$ cat src/lls_pkg.sv
// shared types, codes and constants for the locking lru sector cache
package lls_pkg;

  localparam int COORD_W    = 26;
  localparam int KEY_W      = 2 * COORD_W;
  localparam int STATUS_W   = 3;
  localparam int SLOT_OUT_W = 4;
  localparam int SLOTS_W    = 5;
  localparam int LOCK_W     = 16;
  localparam int STAMP_W    = 32;
  localparam int CFG_IDX_W  = 2;
  localparam int CFG_DATA_W = COORD_W;

  localparam int DEF_CACHE_SLOTS = 16;

  localparam logic [COORD_W-1:0] COORD_MAX     = 26'h3FF_FFFF;
  localparam logic [SLOTS_W-1:0] SLOTS_RST     = 5'd16;
  localparam logic [LOCK_W-1:0]  LOCK_SAT      = 16'hFFFF;

  localparam logic OP_LOCK   = 1'b0;
  localparam logic OP_UNLOCK = 1'b1;

  localparam logic [STATUS_W-1:0] ST_HIT         = 3'd0;
  localparam logic [STATUS_W-1:0] ST_LOADED      = 3'd1;
  localparam logic [STATUS_W-1:0] ST_EVICTED     = 3'd2;
  localparam logic [STATUS_W-1:0] ST_RANGE       = 3'd3;
  localparam logic [STATUS_W-1:0] ST_ALL_LOCKED  = 3'd4;
  localparam logic [STATUS_W-1:0] ST_UNLOCK_MISS = 3'd5;

  localparam logic [CFG_IDX_W-1:0] CFG_LIMIT_X      = 2'd0;
  localparam logic [CFG_IDX_W-1:0] CFG_LIMIT_Y      = 2'd1;
  localparam logic [CFG_IDX_W-1:0] CFG_SLOTS_IN_USE = 2'd2;

  typedef struct packed {
    logic               op;
    logic [COORD_W-1:0] sector_x;
    logic [COORD_W-1:0] sector_y;
  } req_t;

  typedef struct packed {
    logic [STATUS_W-1:0]   status;
    logic [SLOT_OUT_W-1:0] slot;
    logic [COORD_W-1:0]    victim_x;
    logic [COORD_W-1:0]    victim_y;
  } rsp_t;

  typedef enum logic [1:0] {
    CTL_IDLE,
    CTL_SCAN,
    CTL_WAIT,
    CTL_COMMIT
  } ctl_state_t;

  typedef struct packed {
    logic load;
    logic scan_en;
    logic commit;
  } ctl_cmd_t;

  typedef struct packed {
    logic scan_last;
  } ctl_sts_t;

endpackage

$ cat src/lls_ctrl.sv
// controller state machine sequencing request load, slot scan and commit
module lls_ctrl
  import lls_pkg::*;
(
  input  logic     clk,
  input  logic     rst_n,
  input  logic     start,
  input  ctl_sts_t sts,
  output ctl_cmd_t cmd,
  output logic     busy
);

  ctl_state_t state_r, state_nxt;

  always_ff @(posedge clk) begin
    if (!rst_n) begin
      state_r <= CTL_IDLE;
    end else begin
      state_r <= state_nxt;
    end
  end

  always_comb begin
    state_nxt = state_r;
    unique case (state_r)
      CTL_IDLE: begin
        if (start) state_nxt = CTL_SCAN;
      end
      CTL_SCAN: begin
        if (sts.scan_last) state_nxt = CTL_WAIT;
      end
      CTL_WAIT:   state_nxt = CTL_COMMIT;
      CTL_COMMIT: state_nxt = CTL_IDLE;
      default:    state_nxt = CTL_IDLE;
    endcase
  end

  always_comb begin
    cmd  = '0;
    busy = 1'b1;
    unique case (state_r)
      CTL_IDLE: begin
        busy     = 1'b0;
        cmd.load = start;
      end
      CTL_SCAN:   cmd.scan_en = 1'b1;
      CTL_WAIT:   cmd = '0;
      CTL_COMMIT: cmd.commit = 1'b1;
      default:    cmd = '0;
    endcase
  end

endmodule

$ cat src/lls_dp.sv
// datapath: config registers, slot memories, scan accumulators and commit logic
module lls_dp
  import lls_pkg::*;
#(
  parameter int CACHE_SLOTS = DEF_CACHE_SLOTS
) (
  input  logic                  clk,
  input  logic                  rst_n,
  input  ctl_cmd_t              cmd,
  output ctl_sts_t              sts,
  input  req_t                  in_req,
  input  logic                  cfg_we,
  input  logic [CFG_IDX_W-1:0]  cfg_idx,
  input  logic [CFG_DATA_W-1:0] cfg_data,
  output logic                  out_valid,
  output rsp_t                  out_rsp
);

  localparam int SW = $clog2(CACHE_SLOTS);
  localparam logic [SW-1:0] LAST_IDX = SW'(CACHE_SLOTS - 1);

  function automatic logic [SLOT_OUT_W-1:0] slot4(input logic [SW-1:0] i);
    logic [31:0] w;
    w = 32'(i);
    return w[SLOT_OUT_W-1:0];
  endfunction

  logic [COORD_W-1:0] limit_x_r, limit_y_r;
  logic [SLOTS_W-1:0] slots_r;

  always_ff @(posedge clk) begin
    if (!rst_n) begin
      limit_x_r <= COORD_MAX;
      limit_y_r <= COORD_MAX;
      slots_r   <= SLOTS_RST;
    end else if (cfg_we) begin
      unique case (cfg_idx)
        CFG_LIMIT_X:      limit_x_r <= cfg_data;
        CFG_LIMIT_Y:      limit_y_r <= cfg_data;
        CFG_SLOTS_IN_USE: slots_r   <= cfg_data[SLOTS_W-1:0];
        default:          ;
      endcase
    end
  end

  req_t req_r;
  logic [KEY_W-1:0] req_key;
  assign req_key = {req_r.sector_y, req_r.sector_x};

  always_ff @(posedge clk) begin
    if (cmd.load) req_r <= in_req;
  end

  logic [KEY_W-1:0]   key_mem   [CACHE_SLOTS];
  logic [LOCK_W-1:0]  lock_mem  [CACHE_SLOTS];
  logic [STAMP_W-1:0] stamp_mem [CACHE_SLOTS];

  logic [SW-1:0]      rd_idx_r;
  logic [KEY_W-1:0]   key_q;
  logic [LOCK_W-1:0]  lock_q;
  logic [STAMP_W-1:0] stamp_q;

  logic               we_key, we_lock, we_stamp;
  logic [SW-1:0]      wr_idx;
  logic [LOCK_W-1:0]  wr_lock;
  logic [STAMP_W-1:0] wr_stamp;

  always_ff @(posedge clk) begin
    if (we_key)   key_mem[wr_idx]   <= req_key;
    if (we_lock)  lock_mem[wr_idx]  <= wr_lock;
    if (we_stamp) stamp_mem[wr_idx] <= wr_stamp;
    key_q   <= key_mem[rd_idx_r];
    lock_q  <= lock_mem[rd_idx_r];
    stamp_q <= stamp_mem[rd_idx_r];
  end

  always_ff @(posedge clk) begin
    if (!rst_n) begin
      rd_idx_r <= '0;
    end else if (cmd.load) begin
      rd_idx_r <= '0;
    end else if (cmd.scan_en) begin
      rd_idx_r <= rd_idx_r + SW'(1);
    end
  end

  assign sts.scan_last = (rd_idx_r == LAST_IDX);

  logic [CACHE_SLOTS-1:0] valid_r, valid_nxt;
  logic                   eval_v_r;
  logic [SW-1:0]          idx_q_r;
  logic                   valid_q_r;

  always_ff @(posedge clk) begin
    if (!rst_n) begin
      eval_v_r <= 1'b0;
    end else begin
      eval_v_r <= cmd.scan_en;
    end
    idx_q_r   <= rd_idx_r;
    valid_q_r <= valid_r[rd_idx_r];
  end

  logic               in_scope;
  logic               hit_found_r, free_found_r, old_found_r;
  logic [SW-1:0]      hit_idx_r, free_idx_r, old_idx_r;
  logic [LOCK_W-1:0]  hit_locks_r;
  logic [STAMP_W-1:0] old_stamp_r;
  logic [KEY_W-1:0]   old_key_r;

  assign in_scope = 32'(idx_q_r) < 32'(slots_r);

  always_ff @(posedge clk) begin
    if (!rst_n || cmd.load) begin
      hit_found_r  <= 1'b0;
      free_found_r <= 1'b0;
      old_found_r  <= 1'b0;
    end else if (eval_v_r) begin
      if (valid_q_r && key_q == req_key && !hit_found_r) begin
        hit_found_r <= 1'b1;
        hit_idx_r   <= idx_q_r;
        hit_locks_r <= lock_q;
      end
      if (in_scope && !valid_q_r && !free_found_r) begin
        free_found_r <= 1'b1;
        free_idx_r   <= idx_q_r;
      end
      if (in_scope && valid_q_r && lock_q == '0 &&
          (!old_found_r || stamp_q < old_stamp_r)) begin
        old_found_r <= 1'b1;
        old_idx_r   <= idx_q_r;
        old_stamp_r <= stamp_q;
        old_key_r   <= key_q;
      end
    end
  end

  logic [SLOTS_W-1:0] vc_r, vc_nxt;
  logic [STAMP_W-1:0] serial_r, serial_nxt;
  logic               out_valid_r, out_valid_nxt;
  rsp_t               rsp_r, rsp_nxt;
  logic               in_range, full;
  logic [SW-1:0]      fill_idx;

  assign in_range = (req_r.sector_x < limit_x_r) && (req_r.sector_y < limit_y_r);
  assign full = (32'(vc_r) >= 32'(slots_r)) || (32'(vc_r) >= 32'(CACHE_SLOTS));

  always_comb begin
    out_valid_nxt = 1'b0;
    rsp_nxt       = rsp_r;
    valid_nxt     = valid_r;
    vc_nxt        = vc_r;
    serial_nxt    = serial_r;
    we_key        = 1'b0;
    we_lock       = 1'b0;
    we_stamp      = 1'b0;
    wr_idx        = hit_idx_r;
    wr_lock       = hit_locks_r;
    wr_stamp      = serial_r + STAMP_W'(1);
    fill_idx      = free_idx_r;
    if (cmd.commit) begin
      out_valid_nxt = 1'b1;
      rsp_nxt       = '0;
      if (req_r.op == OP_UNLOCK) begin
        if (hit_found_r) begin
          rsp_nxt.status = ST_HIT;
          rsp_nxt.slot   = slot4(hit_idx_r);
          we_lock        = 1'b1;
          if (hit_locks_r != '0) wr_lock = hit_locks_r - LOCK_W'(1);
        end else begin
          rsp_nxt.status = ST_UNLOCK_MISS;
        end
      end else if (!in_range) begin
        rsp_nxt.status = ST_RANGE;
      end else begin
        serial_nxt = serial_r + STAMP_W'(1);
        if (hit_found_r) begin
          rsp_nxt.status = ST_HIT;
          rsp_nxt.slot   = slot4(hit_idx_r);
          we_lock        = 1'b1;
          we_stamp       = 1'b1;
          if (hit_locks_r != LOCK_SAT) wr_lock = hit_locks_r + LOCK_W'(1);
        end else if (full) begin
          if (!old_found_r) begin
            rsp_nxt.status = ST_ALL_LOCKED;
          end else begin
            if (free_found_r && free_idx_r < old_idx_r) fill_idx = free_idx_r;
            else fill_idx = old_idx_r;
            rsp_nxt.status   = ST_EVICTED;
            rsp_nxt.slot     = slot4(fill_idx);
            rsp_nxt.victim_x = old_key_r[COORD_W-1:0];
            rsp_nxt.victim_y = old_key_r[KEY_W-1:COORD_W];
            valid_nxt[old_idx_r] = 1'b0;
            valid_nxt[fill_idx]  = 1'b1;
            wr_idx   = fill_idx;
            wr_lock  = LOCK_W'(1);
            we_key   = 1'b1;
            we_lock  = 1'b1;
            we_stamp = 1'b1;
          end
        end else if (!free_found_r) begin
          rsp_nxt.status = ST_ALL_LOCKED;
        end else begin
          rsp_nxt.status      = ST_LOADED;
          rsp_nxt.slot        = slot4(free_idx_r);
          valid_nxt[free_idx_r] = 1'b1;
          vc_nxt   = vc_r + SLOTS_W'(1);
          wr_idx   = free_idx_r;
          wr_lock  = LOCK_W'(1);
          we_key   = 1'b1;
          we_lock  = 1'b1;
          we_stamp = 1'b1;
        end
      end
    end
  end

  always_ff @(posedge clk) begin
    if (!rst_n) begin
      valid_r     <= '0;
      vc_r        <= '0;
      serial_r    <= '0;
      out_valid_r <= 1'b0;
    end else begin
      valid_r     <= valid_nxt;
      vc_r        <= vc_nxt;
      serial_r    <= serial_nxt;
      out_valid_r <= out_valid_nxt;
    end
    rsp_r <= rsp_nxt;
  end

  assign out_valid = out_valid_r;
  assign out_rsp   = rsp_r;

endmodule

$ cat src/locking_lru_sector_cache_top.sv
// top level of the locking lru sector cache: controller plus datapath
//
//  channel  ports                            transfer
//  request  start, busy, in_req              start && !busy at a rising edge
//  result   out_valid, out_rsp               one-cycle strobe, always taken
//  config   cfg_we, cfg_idx, cfg_data        cfg_we at a rising edge
//
// a request runs from accept through the slot scan, a wait state and commit to the next accept:
// the scan reads one slot per cycle from the key, lock and stamp memories
// the result strobe comes the cycle after commit; a new request may be taken then
// synchronous active-low reset clears valid bits at once, no clearing pass
// the receiver cannot stall; results are never held off
module locking_lru_sector_cache_top
  import lls_pkg::*;
#(
  parameter int CACHE_SLOTS = DEF_CACHE_SLOTS
) (
  input  logic                  clk,
  input  logic                  rst_n,
  input  logic                  start,
  output logic                  busy,
  input  req_t                  in_req,
  output logic                  out_valid,
  output rsp_t                  out_rsp,
  input  logic                  cfg_we,
  input  logic [CFG_IDX_W-1:0]  cfg_idx,
  input  logic [CFG_DATA_W-1:0] cfg_data
);

  ctl_cmd_t cmd;
  ctl_sts_t sts;

  lls_ctrl u_ctrl (
    .clk   (clk),
    .rst_n (rst_n),
    .start (start),
    .sts   (sts),
    .cmd   (cmd),
    .busy  (busy)
  );

  lls_dp #(
    .CACHE_SLOTS (CACHE_SLOTS)
  ) u_dp (
    .clk       (clk),
    .rst_n     (rst_n),
    .cmd       (cmd),
    .sts       (sts),
    .in_req    (in_req),
    .cfg_we    (cfg_we),
    .cfg_idx   (cfg_idx),
    .cfg_data  (cfg_data),
    .out_valid (out_valid),
    .out_rsp   (out_rsp)
  );

`ifndef SYNTHESIS
  a_accept_busy: assert property (@(posedge clk) disable iff (!rst_n)
    start && !busy |=> busy)
    else $error("busy not raised after accepted request");

  a_result_after_work: assert property (@(posedge clk) disable iff (!rst_n)
    out_valid |-> $past(busy))
    else $error("result without a request in progress");

  a_single_strobe: assert property (@(posedge clk) disable iff (!rst_n)
    out_valid |=> !out_valid)
    else $error("result strobe longer than one cycle");

  a_victim_zero: assert property (@(posedge clk) disable iff (!rst_n)
    out_valid && out_rsp.status != ST_EVICTED |->
      out_rsp.victim_x == '0 && out_rsp.victim_y == '0)
    else $error("victim key reported without eviction");
`endif

endmodule

$ cat config.mk
export PLATFORM = sky130hd
export DESIGN_NAME = locking_lru_sector_cache_top
export DESIGN_NICKNAME = d
export VERILOG_FILES = /design/src/lls_pkg.sv /design/src/lls_ctrl.sv /design/src/lls_dp.sv /design/src/locking_lru_sector_cache_top.sv
export SDC_FILE = /design/constraint.sdc
export NUM_CORES = 2
export LEC_CHECK = 0
export BUFFER_PORTS_ARGS = -buffer_cell sky130_fd_sc_hd__clkbuf_2
export CELL_PAD_IN_SITES_DETAIL_PLACEMENT = 1
export CELL_PAD_IN_SITES_GLOBAL_PLACEMENT = 1
export CORE_ASPECT_RATIO = 0.75
export CORE_MARGIN = 2
export CORE_UTILIZATION = 35
export CTS_CLUSTER_DIAMETER = 100
export CTS_CLUSTER_SIZE = 8
export DETAILED_ROUTE_END_ITERATION = 8
export HOLD_SLACK_MARGIN = 0.03
export PLACE_DENSITY_LB_ADDON = 0.1
export SYNTH_ARGS = -nofsm -noshare
export SYNTH_HDL_FRONTEND = slang
export SYNTH_SLANG_ARGS = --single-unit
$ cat constraint.sdc
create_clock -name clk -period 13 [get_ports clk]
set_input_delay 2.6 -clock clk [delete_from_list [all_inputs] [get_ports clk]]
set_output_delay 2.6 -clock clk [all_outputs]
set_load 0.1 [all_outputs]
### Yosys cells after proc, flatten, opt, wreduce, memory -nomap -nowiden

Memory sizes are Yosys's and may differ from the RTL's. A register that Yosys moved wholly into a read port is not among the register bits.
Cells that the tools add are included.

* add/sub/neg operators: 5
* $lt $le $gt $ge: 14
* eq/ne operators: 11
* multiplexer cells: 76
* bitwise gates (word level): 11
* reductions and logical operators: 40

Operator list (count)
* $mux W16: 13
* $mux W56: 2
* $mux W52: 2
* $mux W4: 16
* $eq A52 B52 Y1: 1
* $lt A26 B26 Y1: 2
* $add A32 B1 Y32 const B: 1
* $lt A32 B32 Y1: 1
* $or A16 B16 Y16: 2
* $mux W1: 29
* $mux W7: 3
* $lt A4 B5 Y1 const B: 4
* $add A16 B1 Y16 const B: 1
* $and A16 B16 Y16: 1
* $logic_not A16 Y1: 1
* $ne A16 B16 Y1 const B: 1
* $not A16 Y16: 1
* $reduce_bool A16 Y1: 1
* $sub A16 B1 Y16 const B: 1
* $reduce_and A2 Y1: 7
* $demux W1 S4: 3
* $ge A4 B1 Y1 const B: 3
* $logic_and A1 B1 Y1: 12
* $mux W3: 4
* 23 further kinds: 45

* register bits after elaboration: 350
* memory bits (writable): 1600
* input port bits: 85
* output and inout port bits: 61
* logic and storage cells: 188
* memories kept: 3

Memories
* u_dp.key_mem: words 16, width 52, read ports 1, clocked after memory_dff 1, write ports 1, line lls_dp.sv:54 `logic [KEY_W-1:0] key_mem [CACHE_SLOTS];`
* u_dp.stamp_mem: words 16, width 32, read ports 1, clocked after memory_dff 1, write ports 1, line lls_dp.sv:56 `logic [STAMP_W-1:0] stamp_mem [CACHE_SLOTS];`
* u_dp.lock_mem: words 16, width 16, read ports 1, clocked after memory_dff 1, write ports 1, line lls_dp.sv:55 `logic [LOCK_W-1:0] lock_mem [CACHE_SLOTS];`

### Logic depth before layout (Yosys ltp)

* depth after elaboration: 16
* depth in mapped cells: 14
* mapped depth without buffers: 11

### Modules after synthesis

From an unflattened synthesis, not the netlist that was laid out.

* cells, all modules: 3990
* area total of the unflattened synthesis: 79301.1 sq um

By module, submodules not included
* lls_dp: instances 1, cells an instance 3971, area an instance 79127.1 sq um, sequential area each 59256.8 sq um
* lls_ctrl: instances 1, cells an instance 19, area an instance 173.9 sq um, sequential area each 40.0 sq um

### Worst setup path after synthesis

OpenSTA, ideal clock, no wires.

* kind: in2reg
* start point: in start
* end point: reg u_dp.old_idx_r[0], enable pin
* library setup time: 675 ps
* arrival: 10741 ps
* required time: 12325 ps
* setup slack: 1583 ps
* cell stages on the path: 5
* path buffers: 0
* cells stage by stage: and2_1 > nor2_1 > nand3_1 > or3_1 > a221oi_1

* cells in the longest elaborated chain, start to end: 4

RTL lines
* start: declaration: line locking_lru_sector_cache_top.sv:20 `input logic start,`
* $mux W1: line lls_ctrl.sv:41 `unique case (state_r)`
* $logic_or A1 B1 Y1: line lls_dp.sv:114 `if (!rst_n || cmd.load) begin`
* $not A1 Y1 (no source line)
* $reduce_and A3 Y1 (no source line)
* end signal: assignment: line lls_dp.sv:131 `old_idx_r <= idx_q_r;`
* end: declaration: line lls_dp.sv:106 `logic [SW-1:0] hit_idx_r, free_idx_r, old_idx_r;`

No other way between the ends.
A chain may end at the register's enable or synchronous reset.

### Worst setup path in the final report

* start point: reg u_dp.req_r, in the netlist u_dp.req_key[28]
* end point: mem u_dp.key_mem[12][0] in the netlist's numbering, enable pin

* cells in the longest elaborated chain, start to end: 7
* elaborated cells on any way between the ends: 10
* those cells by class: order compare: 1; mux: 8; reduce/logical: 1

RTL lines
* start: declaration: line lls_dp.sv:46 `req_t req_r;`
* start signal: assignment: line lls_dp.sv:51 `if (cmd.load) req_r <= in_req;`
* $lt A26 B26 Y1 *: line lls_dp.sv:145 `assign in_range = (req_r.sector_x < limit_x_r) && (req_r.sector_y < limit_y_r);`
* $logic_and A1 B1 Y1 *: line lls_dp.sv:145
* $mux W1: line lls_dp.sv:173 `end else if (!in_range) begin`
* $mux W1: line lls_dp.sv:164 `if (req_r.op == OP_UNLOCK) begin`
* $mux W1: line lls_dp.sv:161 `if (cmd.commit) begin`
* $mux W1: line lls_dp.sv:69 `if (we_key) key_mem[wr_idx] <= req_key;`
* $mux W1 (implied by the code): line lls_dp.sv:69
* end: declaration: line lls_dp.sv:54

Mark *: on every way between the ends. The rest lies on a longest branch, timed or not.

==> reports/metrics.csv <==
metric;value;unit
status;finished, final reports clean;
largest cells by area after synthesis;edfxtp_1 69%, mux4_2 14%, dfxtp_1 5.7%;
delay-heaviest family, CP;compound AO/OA/AOI/OAI gates;
Critical Path Most Common Cell;buf_4;
worst-path cell chain;ha_1, a21o_1, a31oi_1, o21ai_0, a221oi_1, o41a_1, and3_1, buf_4, nand2_1, nor2_4, buf_4, buf_4;
sequential share of the synthesized area;74.5;%
Seq cells post-synth;2050;
total power;16800;uW
1st-iter DRT viols;3966;
post-detail-place hpwl;127000;um
die height;417;um
WP buf/inv;3;
EDFF count, synth;1824;
initial antenna violation count;17;
arrival time of the worst setup path;6.46;ns
Top FF cell, synth;edfxtp_1;
clock slew seen by the registers of the worst setup and hold paths;0.05;ns
IO Pins;146;
worst-path fanout max;31;
GR Overflow Total;0;
setup TNS;0;ns
Relative slew margins;11.4;%
GRT Overall Usage;19.9;%
Setup Skew;0.0523;ns
CTS Sinks;2050;
Syn Area/Cell;19.8;um2
Wirelength per Cell;30.3;um
starting density of the core;35.2;%
max_cap viols;0;
PostCTS Resize Cnt;0;
Startpoint Class;register;
commonest cells after routing, fill and taps aside;1824 x edfxtp_1, 505 x mux4_2, 301 x clkbuf_16;
FFs w/ async S/R, synth;0;%
Slew @ Worst Pin;1.32;ns
kind of critical path;register to register;
Worst R2R Setup Slack;6.96;ns
number of distinct library cells after synthesis;82;
Nets;4568;
top cell type by total area after synthesis;edfxtp_1;
clock latency on the worst-skew pair;0.83;ns
slowest cell on the critical path;a221oi_1;
Buffers on Ports;145;
DIE WIDTH;555;um
largest net degree at the start of global routing;114;
Final Hold Viols;0;
# Post-CTS Setup Buffers;0;
vias in the first global route;43000;
Synth top area share;68.8;%
maximum vdd drop;0.000161;V
required time of the critical path;13.42;ns
P_leak;0.0298;uW
hold crit path type;register to register;
Largest stage delay, worst path;0.84;ns
DIE AREA;0.231;mm2
Num CTS Buffers;298;
layout cell share with drive strength beyond 1;25.6;%
f_max;165;MHz
vias;40600;
syn nets;4211;
Ys Warns;0;
CP endpoint kind;register;
# DRC;0;
final worst path period share;46.5;%
CTS tree;yes;
First-pass DRT Iterations;5;
clk root buf;clkbuf_16;
Area Overhead vs Synth;16.9;%
DR vias/cell;5.35;
Routed WL;230000;um
most common cell after layout, fill and taps aside;edfxtp_1;
Cell Pwr Density;181;mW/mm2
first-pass GRT wire length;328000;um
CTS max path bufs;4;
H-tree levels;5;
# hold bufs at CTS;0;
final setup fails;0;
final slew viol count;0;
core box area;0.226;mm2
Post-Syn Instances;4023;
mapped cell area;0.0796;mm2
Placement Rows;151;
RSZ-0062 raised after global routing;no;
GP Congestion;0.765;
Tmin final;6.04;ns
post-route antenna net violation count;0;
-- metal layers --
metal	GRT usage [%]	vias up	part of all wire, %
met5	0	-	0.012
met4	4.66	4	2.0
met2	28.7	1152	43
met1	31.0	21900	49
met3	3.66	311	5.6
li1	-	17200	-
-- synthesized netlist by cell type (3+ instances only) --
library cell	number
nor4_1	26
nor3_1	38
or4_1	3
a211oi_1	3
and2_1	18
nor2b_1	17
and3_1	65
nand2b_1	15
or2_2	6
a21oi_1	82
a32oi_1	7
mux4_2	505
o22ai_1	4
buf_1	40
nand2_1	147
a221oi_1	19
o21a_1	5
o211ai_1	57
clkbuf_1	145
buf_2	12
a22oi_1	8
nor3_2	3
dfxtp_1	226
and4_1	9
a22o_1	5
xnor2_1	52
o21ai_0	65
a31oi_1	9
o21ai_1	4
xor2_1	57
nor2_1	112
nand3_1	60
ha_1	103
or3_1	30
a221o_1	5
mux2i_1	8
nand4_1	38
inv_1	109
a21o_1	25
edfxtp_1	1824
-- metrics by stage --
| stage | setup WS [ns] | std cells | util (%) | instance area (um2) | hold WS, ns |
|---|---|---|---|---|---|
| after global routing | 6.79 | 7581 | 41.2 | 93000 | 0.435 |
| after floorplan | 1.58 | 4023 | - | 79600 | 0.329 |
| after detailed placement | 6.98 | 7063 | 37.4 | 84500 | 0.423 |
| final | 6.96 | 7585 | 41.2 | 93000 | 0.415 |
| after global placement | 7.04 | 7063 | 37.4 | 84500 | 0.415 |
| after CTS | 6.99 | 7579 | 41.2 | 93000 | 0.424 |
-- power by group --
part	internal, uW	switching, uW	total (uW)	leakage, uW
Sequential	7480	310	7790	0.0183
Clock	4330	2810	7140	0.00406
Combinational	783	1070	1860	0.00743
Total	12600	4190	16800	0.0298
-- state kept, by name (all words and copies together) (netlist names), 4 cells and up --
register,flops
u_dp.free_idx_r,4
u_dp.old_key_r,52
u_dp.stamp_mem,512
u_dp.hit_locks_r,16
u_dp.slots_r,5
u_dp.old_stamp_r,32
u_dp.lock_mem,256
u_dp.vc_r,5
u_dp.lock_q,16
u_dp.out_rsp,59
u_dp.limit_y_r,26
u_dp.stamp_q,32
u_dp.req_key,52
u_dp.idx_q_r,4
u_dp.old_idx_r,4
u_dp.hit_idx_r,4
u_dp.rd_idx_r,4
u_dp.valid_r,16
u_dp.limit_x_r,26
u_dp.serial_r,32
u_dp.key_mem,832
u_dp.key_q,52
-- area by class of cell --
class	count	area (um2)
Clock buffer	499	8290
Fill cell	21500	133000
Inverter	110	418
Tap cell	2983	3730
Sequential cell	2050	59300
Timing Repair Buffer	258	1600
Antenna cell	6	15.0
Multi-Input combinational cell	1662	19400
Clock inverter	17	226
-- cell families after synthesis --
kind of cell             synth area share (%)
multiplexers                             14.4
flip-flops                               74.5
XOR/XNOR                                 1.20
AO/OA/AOI/OAI                            2.74
adder cells (fa/ha/maj)                  1.62
buffers and inverters                    1.51
AND/OR/NAND/NOR                          3.96
-- worst reg2reg max path, cell delays in order, from the launching register on --
cell      delay (ns)
edfxtp_1        0.69
ha_1            0.34
a21o_1          0.16
a31oi_1         0.18
o21ai_0         0.23
a221oi_1        0.84
o41a_1          0.32
and3_1          0.24
buf_4           0.46
nand2_1         0.43
nor2_4          0.60
buf_4           0.36
buf_4           0.71
-- worst paths after layout --
check | start | endpoint | cells after the start
max | u_dp.req_key[28] | u_dp.key_mem[12][0] | 12
min | u_dp.stamp_q[28] | u_dp.old_stamp_r[28] | 0
max reg2reg | u_dp.req_key[28] | u_dp.key_mem[12][0] | 12
min reg2reg | u_dp.stamp_q[28] | u_dp.old_stamp_r[28] | 0
(Power assumes the default switching activity.)
